`config.mk`:
```
export PLATFORM = sky130hd
export DESIGN_NAME = clq_front
export DESIGN_NICKNAME = d
export VERILOG_FILES = /design/src/hdl/clq_pkg.sv /design/src/hdl/clq_front.sv
export SDC_FILE = /design/constraint.sdc
export NUM_CORES = 1
export LEC_CHECK = 0
export ABC_AREA = 1
export BUFFER_PORTS_ARGS = -buffer_cell sky130_fd_sc_hd__clkbuf_2
export CORE_AREA = 3 3 264 266
export CTS_CLUSTER_SIZE = 8
export DETAILED_ROUTE_END_ITERATION = 10
export DIE_AREA = 0 0 267 269
export PLACE_DENSITY = 0.64
export SETUP_SLACK_MARGIN = 0.3
export SLEW_MARGIN = 20
export SYNTH_ARGS = -nofsm -noshare
export SYNTH_HDL_FRONTEND = slang
export SYNTH_SLANG_ARGS = --single-unit
```
`constraint.sdc`:
```
create_clock -name clk -period 24.4 [get_ports clk]
set_input_delay 4.88 -clock clk [delete_from_list [all_inputs] [get_ports clk]]
set_output_delay 4.88 -clock clk [all_outputs]
set_load 0.01 [all_outputs]
```
`src/hdl/clq_pkg.sv`:
```
// Package for the completion queue ledger: sizes, codes and word types.
// No dependencies; imported by every module of the ledger.
package clq_pkg;

	localparam int DEPTH     = 16;
	localparam int MSI_SLOTS = 16;
	localparam int SCAN_N    = (DEPTH > MSI_SLOTS) ? DEPTH : MSI_SLOTS;
	localparam int SCAN_W    = (SCAN_N > 1) ? $clog2(SCAN_N) : 1;
	localparam int SLOT_W    = (DEPTH > 1) ? $clog2(DEPTH) : 1;
	localparam int MSI_W     = (MSI_SLOTS > 1) ? $clog2(MSI_SLOTS) : 1;
	localparam int CNT_W     = $clog2(DEPTH + 1);
	localparam int KEY_W     = 64 + 8 + 64 + 64 + 32;

	localparam logic [3:0] KIND_RESERVE  = 4'd0;
	localparam logic [3:0] KIND_READY    = 4'd1;
	localparam logic [3:0] KIND_SELECT   = 4'd2;
	localparam logic [3:0] KIND_ASSIGN   = 4'd3;
	localparam logic [3:0] KIND_ISSUE    = 4'd4;
	localparam logic [3:0] KIND_COMPLETE = 4'd5;
	localparam logic [3:0] KIND_ACK      = 4'd6;
	localparam logic [3:0] KIND_LIST     = 4'd7;
	localparam logic [3:0] KIND_RETIRE   = 4'd8;
	localparam logic [3:0] KIND_FATAL    = 4'd9;

	localparam logic [1:0] OWN_FREE  = 2'd0;
	localparam logic [1:0] OWN_LIVE  = 2'd1;
	localparam logic [1:0] OWN_FATAL = 2'd2;

	localparam logic [1:0] MSI_EMPTY   = 2'd0;
	localparam logic [1:0] MSI_PENDING = 2'd1;
	localparam logic [1:0] MSI_OKAY    = 2'd2;
	localparam logic [1:0] MSI_ERROR   = 2'd3;

	localparam logic [1:0] RESP_OKAY = 2'd0;

	localparam logic [2:0] ST_DONE        = 3'd0;
	localparam logic [2:0] ST_REFUSED     = 3'd1;
	localparam logic [2:0] ST_STALE       = 3'd2;
	localparam logic [2:0] ST_DUP         = 3'd3;
	localparam logic [2:0] ST_FUTURE      = 3'd4;
	localparam logic [2:0] ST_AFTER_FATAL = 3'd5;
	localparam logic [2:0] ST_NONE        = 3'd6;

	typedef struct packed {
		logic [3:0]  kind;
		logic [31:0] obligation_id;
		logic [63:0] sq_sequence;
		logic [63:0] tick;
		logic [7:0]  qos;
		logic [63:0] effective_request;
		logic [31:0] axi_id;
		logic [1:0]  axi_resp;
		logic [63:0] ack_sequence;
	} in_t;

	typedef struct packed {
		logic [2:0]  status;
		logic [31:0] result_id;
		logic [63:0] cq_sequence_out;
		logic [4:0]  live_count;
		logic [4:0]  fatal_count;
		logic        last;
	} out_t;

	// command word handed from the front queue to the engine
	typedef struct packed {
		in_t  word;
		logic known;
		logic scan;
	} cmd_t;

endpackage

```
`src/hdl/clq_front.sv`:
```
// Front end of the ledger: two-entry input queue that classifies each word.
// Depends on clq_pkg.
module clq_front (
	input  logic          clk,
	input  logic          arst_n,
	input  logic          req_valid,
	output logic          req_ready,
	input  clq_pkg::in_t  req,
	output logic          cmd_valid,
	input  logic          cmd_ready,
	output clq_pkg::cmd_t cmd
);
	import clq_pkg::*;

	cmd_t       fifo_q [2];
	logic       wr_ptr_q;
	logic       rd_ptr_q;
	logic [1:0] cnt_q;
	cmd_t       cls;
	logic       push;
	logic       pop;

	always_comb begin
		cls.word  = req;
		cls.known = (req.kind <= KIND_FATAL);
		// kinds that walk the slot or MSI tables
		cls.scan  = (req.kind == KIND_RESERVE) || (req.kind == KIND_READY) ||
			(req.kind == KIND_SELECT) || (req.kind == KIND_ASSIGN) ||
			(req.kind == KIND_ISSUE) || (req.kind == KIND_COMPLETE) ||
			(req.kind == KIND_LIST) || (req.kind == KIND_RETIRE);
	end

	assign req_ready = (cnt_q != 2'd2);
	assign cmd_valid = (cnt_q != 2'd0);
	assign cmd       = fifo_q[rd_ptr_q];
	assign push      = req_valid && req_ready;
	assign pop       = cmd_valid && cmd_ready;

	always_ff @(posedge clk) begin
		if (push) begin
			fifo_q[wr_ptr_q] <= cls;
		end
	end

	always_ff @(posedge clk or negedge arst_n) begin
		if (!arst_n) begin
			wr_ptr_q <= 1'b0;
			rd_ptr_q <= 1'b0;
			cnt_q    <= 2'd0;
		end else begin
			if (push) begin
				wr_ptr_q <= ~wr_ptr_q;
			end
			if (pop) begin
				rd_ptr_q <= ~rd_ptr_q;
			end
			if (push && !pop) begin
				cnt_q <= cnt_q + 2'd1;
			end else if (pop && !push) begin
				cnt_q <= cnt_q - 2'd1;
			end
		end
	end

endmodule

```
==> impl_metrics.json <==
{
  "ios": 676,
  "reg2reg_from": "cnt_q[0]",
  "crit_required_ns": 19.52,
  "max_clock_freq_ghz": 0.112,
  "drtIter0Drc": 1293,
  "fillers": 5935,
  "ys_warn_count": 0,
  "cts_tree": "yes",
  "grt.total_usage": 0.171,
  "fp.dieArea_mm2": 0.0718,
  "drt.antenna.violating_nets": 0,
  "final_cell_mix": "nand2_1, clkbuf_2, edfxtp_1",
  "syn_nets": 2129,
  "yosysSeqAreaShare": 0.815,
  "final.setup.tns_ns": 0,
  "fin_util": 0.468,
  "grt_max_degree": 161,
  "cts.htree.levels": 3,
  "crit_start": "rd_ptr_q",
  "finalCritPeriodShare": 0.365,
  "syn_area_mm2": 0.0249,
  "clock_sinks": 676,
  "hold_path_class": "flip-flop to flip-flop",
  "grt_overflow": 0,
  "crit_path_end_kind": "primary output",
  "yosys.area_share.xor_xnor": 0.000704,
  "synthCells": 1790,
  "worst_ep_arrival_time_ns": 4.02,
  "finalHoldViolations": 0,
  "cts_buffers": 95,
  "start_util": 0.370,
  "syn_avg_cell_area_um2": 13.9,
  "status": "completed",
  "path_clk_slew_ns": 0.04,
  "grt_pass1_wl_um": 93200,
  "seqCellArea_mm2": 0.0203,
  "place.gp.congestion": 0.846,
  "post_cts_buffers": 0,
  "fin_skew_ns": 0.0374,
  "grt_antenna_before_repair": 8,
  "num_rows": 95,
  "yosysUniqueCellTypes": 18,
  "wl_um": 64600,
  "layout_commonest_cell": "nand2_1",
  "multiInputGateArea_mm2": 0.00392,
  "relSlewSlack": 0.271,
  "clock_latency_ns": 0.62,
  "leakagePower_uw": 0.0135,
  "drv_cap": 0,
  "cts-root-to-sink-buffers": 3,
  "dp_hpwl_um": 44000,
  "die_y_um": 269,
  "portBuffers": 675,
  "firstDrtPassIters": 5,
  "viasPerCell": 4.69,
  "core_area_mm2": 0.0673,
  "synth-seq-cells": 676,
  "hold_start": "cnt_q[0]",
  "yosys.area_share.adder": 0.000503,
  "worstMarginPinSlew_ns": 1.09,
  "synthSimpleGateAreaFrac": 0.155,
  "hold_buffers": 0,
  "finalPower_uw": 4040,
  "synthMuxAreaShare": 0,
  "drive_gt1_frac": 0.317,
  "powerDensity_mw_per_mm2": 128,
  "cts_resized": 0,
  "period_minus_slack_ns": 8.90,
  "path_class": "flip-flop to primary output",
  "dr_total_vias": 15985,
  "synth_compound_area_frac": 0.000704,
  "cp_max_fo": 93,
  "syn2layout_area_growth_pct": 26.5,
  "wl_per_cell_um": 19.0,
  "vdd_drop_max_v": 0.0000755,
  "cts_root_buf": "clkbuf_16",
  "fp.dieW_um": 267,
  "final-setup-viol-count": 0,
  "grt_pass1_vias": 15777,
  "synth_top_family_by_area": "simple AND/OR/NAND/NOR gates",
  "report.final.slew_viol_count": 0,
  "post-route-drc-count": 0,
  "start_kind": "flip-flop",
  "nets": 2842,
  "rsz0062_at_grt": "no"
}
==> cells by family (layout without fill, tap and decap cells) <==
group                    count (synthesis)  in the layout
AND/OR/NAND/NOR                       1025           1025
XOR/XNOR                                 2              2
AO/OA/AOI/OAI                            3              3
other                                    0              6
adder cells (fa/ha/maj)                  1              1
buffers and inverters                   83            820
flip-flops                             676            676
==> cell usage after synthesis <==
cell      instances  area share
xor2_1            1     0.00035
edfxtp_1        672        0.81
nand4_1           1     0.00025
nand2_1        1019        0.15
buf_2            20      0.0040
buf_6            30       0.014
buf_12            1     0.00080
buf_8             6      0.0036
xnor2_1           1     0.00035
ha_1              1     0.00050
o21a_1            1     0.00030
buf_4            18      0.0054
nand3_1           2     0.00040
inv_1             7      0.0011
o21ai_0           2     0.00040
inv_6             1     0.00035
dfrtp_1           4      0.0040
nor2_1            3     0.00045
==> flip-flops by register name, indices dropped and copies added, names as in the netlist <==
register and cells:
wr_ptr_q 1, cnt_q 2, rd_ptr_q 1, fifo_q 672
==> cell type report <==
class / count / area share
Sequential cell: 676 / 0.644
Multi-Input combinational cell: 1031 / 0.124
Timing Repair Buffer: 691 / 0.112
Clock buffer: 112 / 0.0782
Tap cell: 873 / 0.0347
Clock inverter: 9 / 0.00533
Inverter: 8 / 0.00119
Antenna cell: 6 / 0.000477
==> metal layers <==
metal  part of all wire  vias to the layer above  GRT usage
met2               0.52                      666      0.299
met4              0.033                        4     0.0744
met1               0.37                     7707      0.197
li1                   -                     7467          -
met3              0.079                      141     0.0471
met5            0.00042                        -          0
==> power breakdown <==
part / internal (uW) / total [uW] / switching, uW / leakage, uW
registers: 1590 / 1680 / 81.3 / 0.00630
clock network: 713 / 1170 / 457 / 0.00128
logic: 355 / 1200 / 843 / 0.00596
==> critical path: stages, from the launching register on <==
cell      delay (ns)
dfrtp_4         0.79
inv_8           0.55
buf_4           0.84
buf_4           0.69
nand2_1         0.15
nand2_1         0.12
clkbuf_2        0.14
==> metrics by stage <==
| step | setup slack, ns | instances | hold slack, ns | instance area (um^2) |
|---|---|---|---|---|
| after floorplan | 4.46 | 1790 | 0.462 | 24900 |
| after global placement | 16.29 | 3279 | 0.477 | 28800 |
| after detailed placement | 16.16 | 3279 | 0.495 | 28800 |
| after CTS | 15.47 | 3400 | 0.505 | 31500 |
| after global routing | 15.23 | 3404 | 0.533 | 31500 |
| final | 15.50 | 3406 | 0.500 | 31500 |
==> final timing paths <==
kind / slack, ns / depth (start not counted) / endpoint
worst max register to register: 20.68 / 7 / fifo_q[0][306]
min in group asynchronous: 4.10 / 1 / cnt_q[0]
max in group asynchronous: 20.12 / 1 / rd_ptr_q
worst min register to register: 0.50 / 1 / cnt_q[0]
worst max-delay path: 15.50 / 6 / cmd[288]
worst min-delay path: 0.50 / 1 / cnt_q[0]
Note: power is estimated with default switching activity, not from simulation.
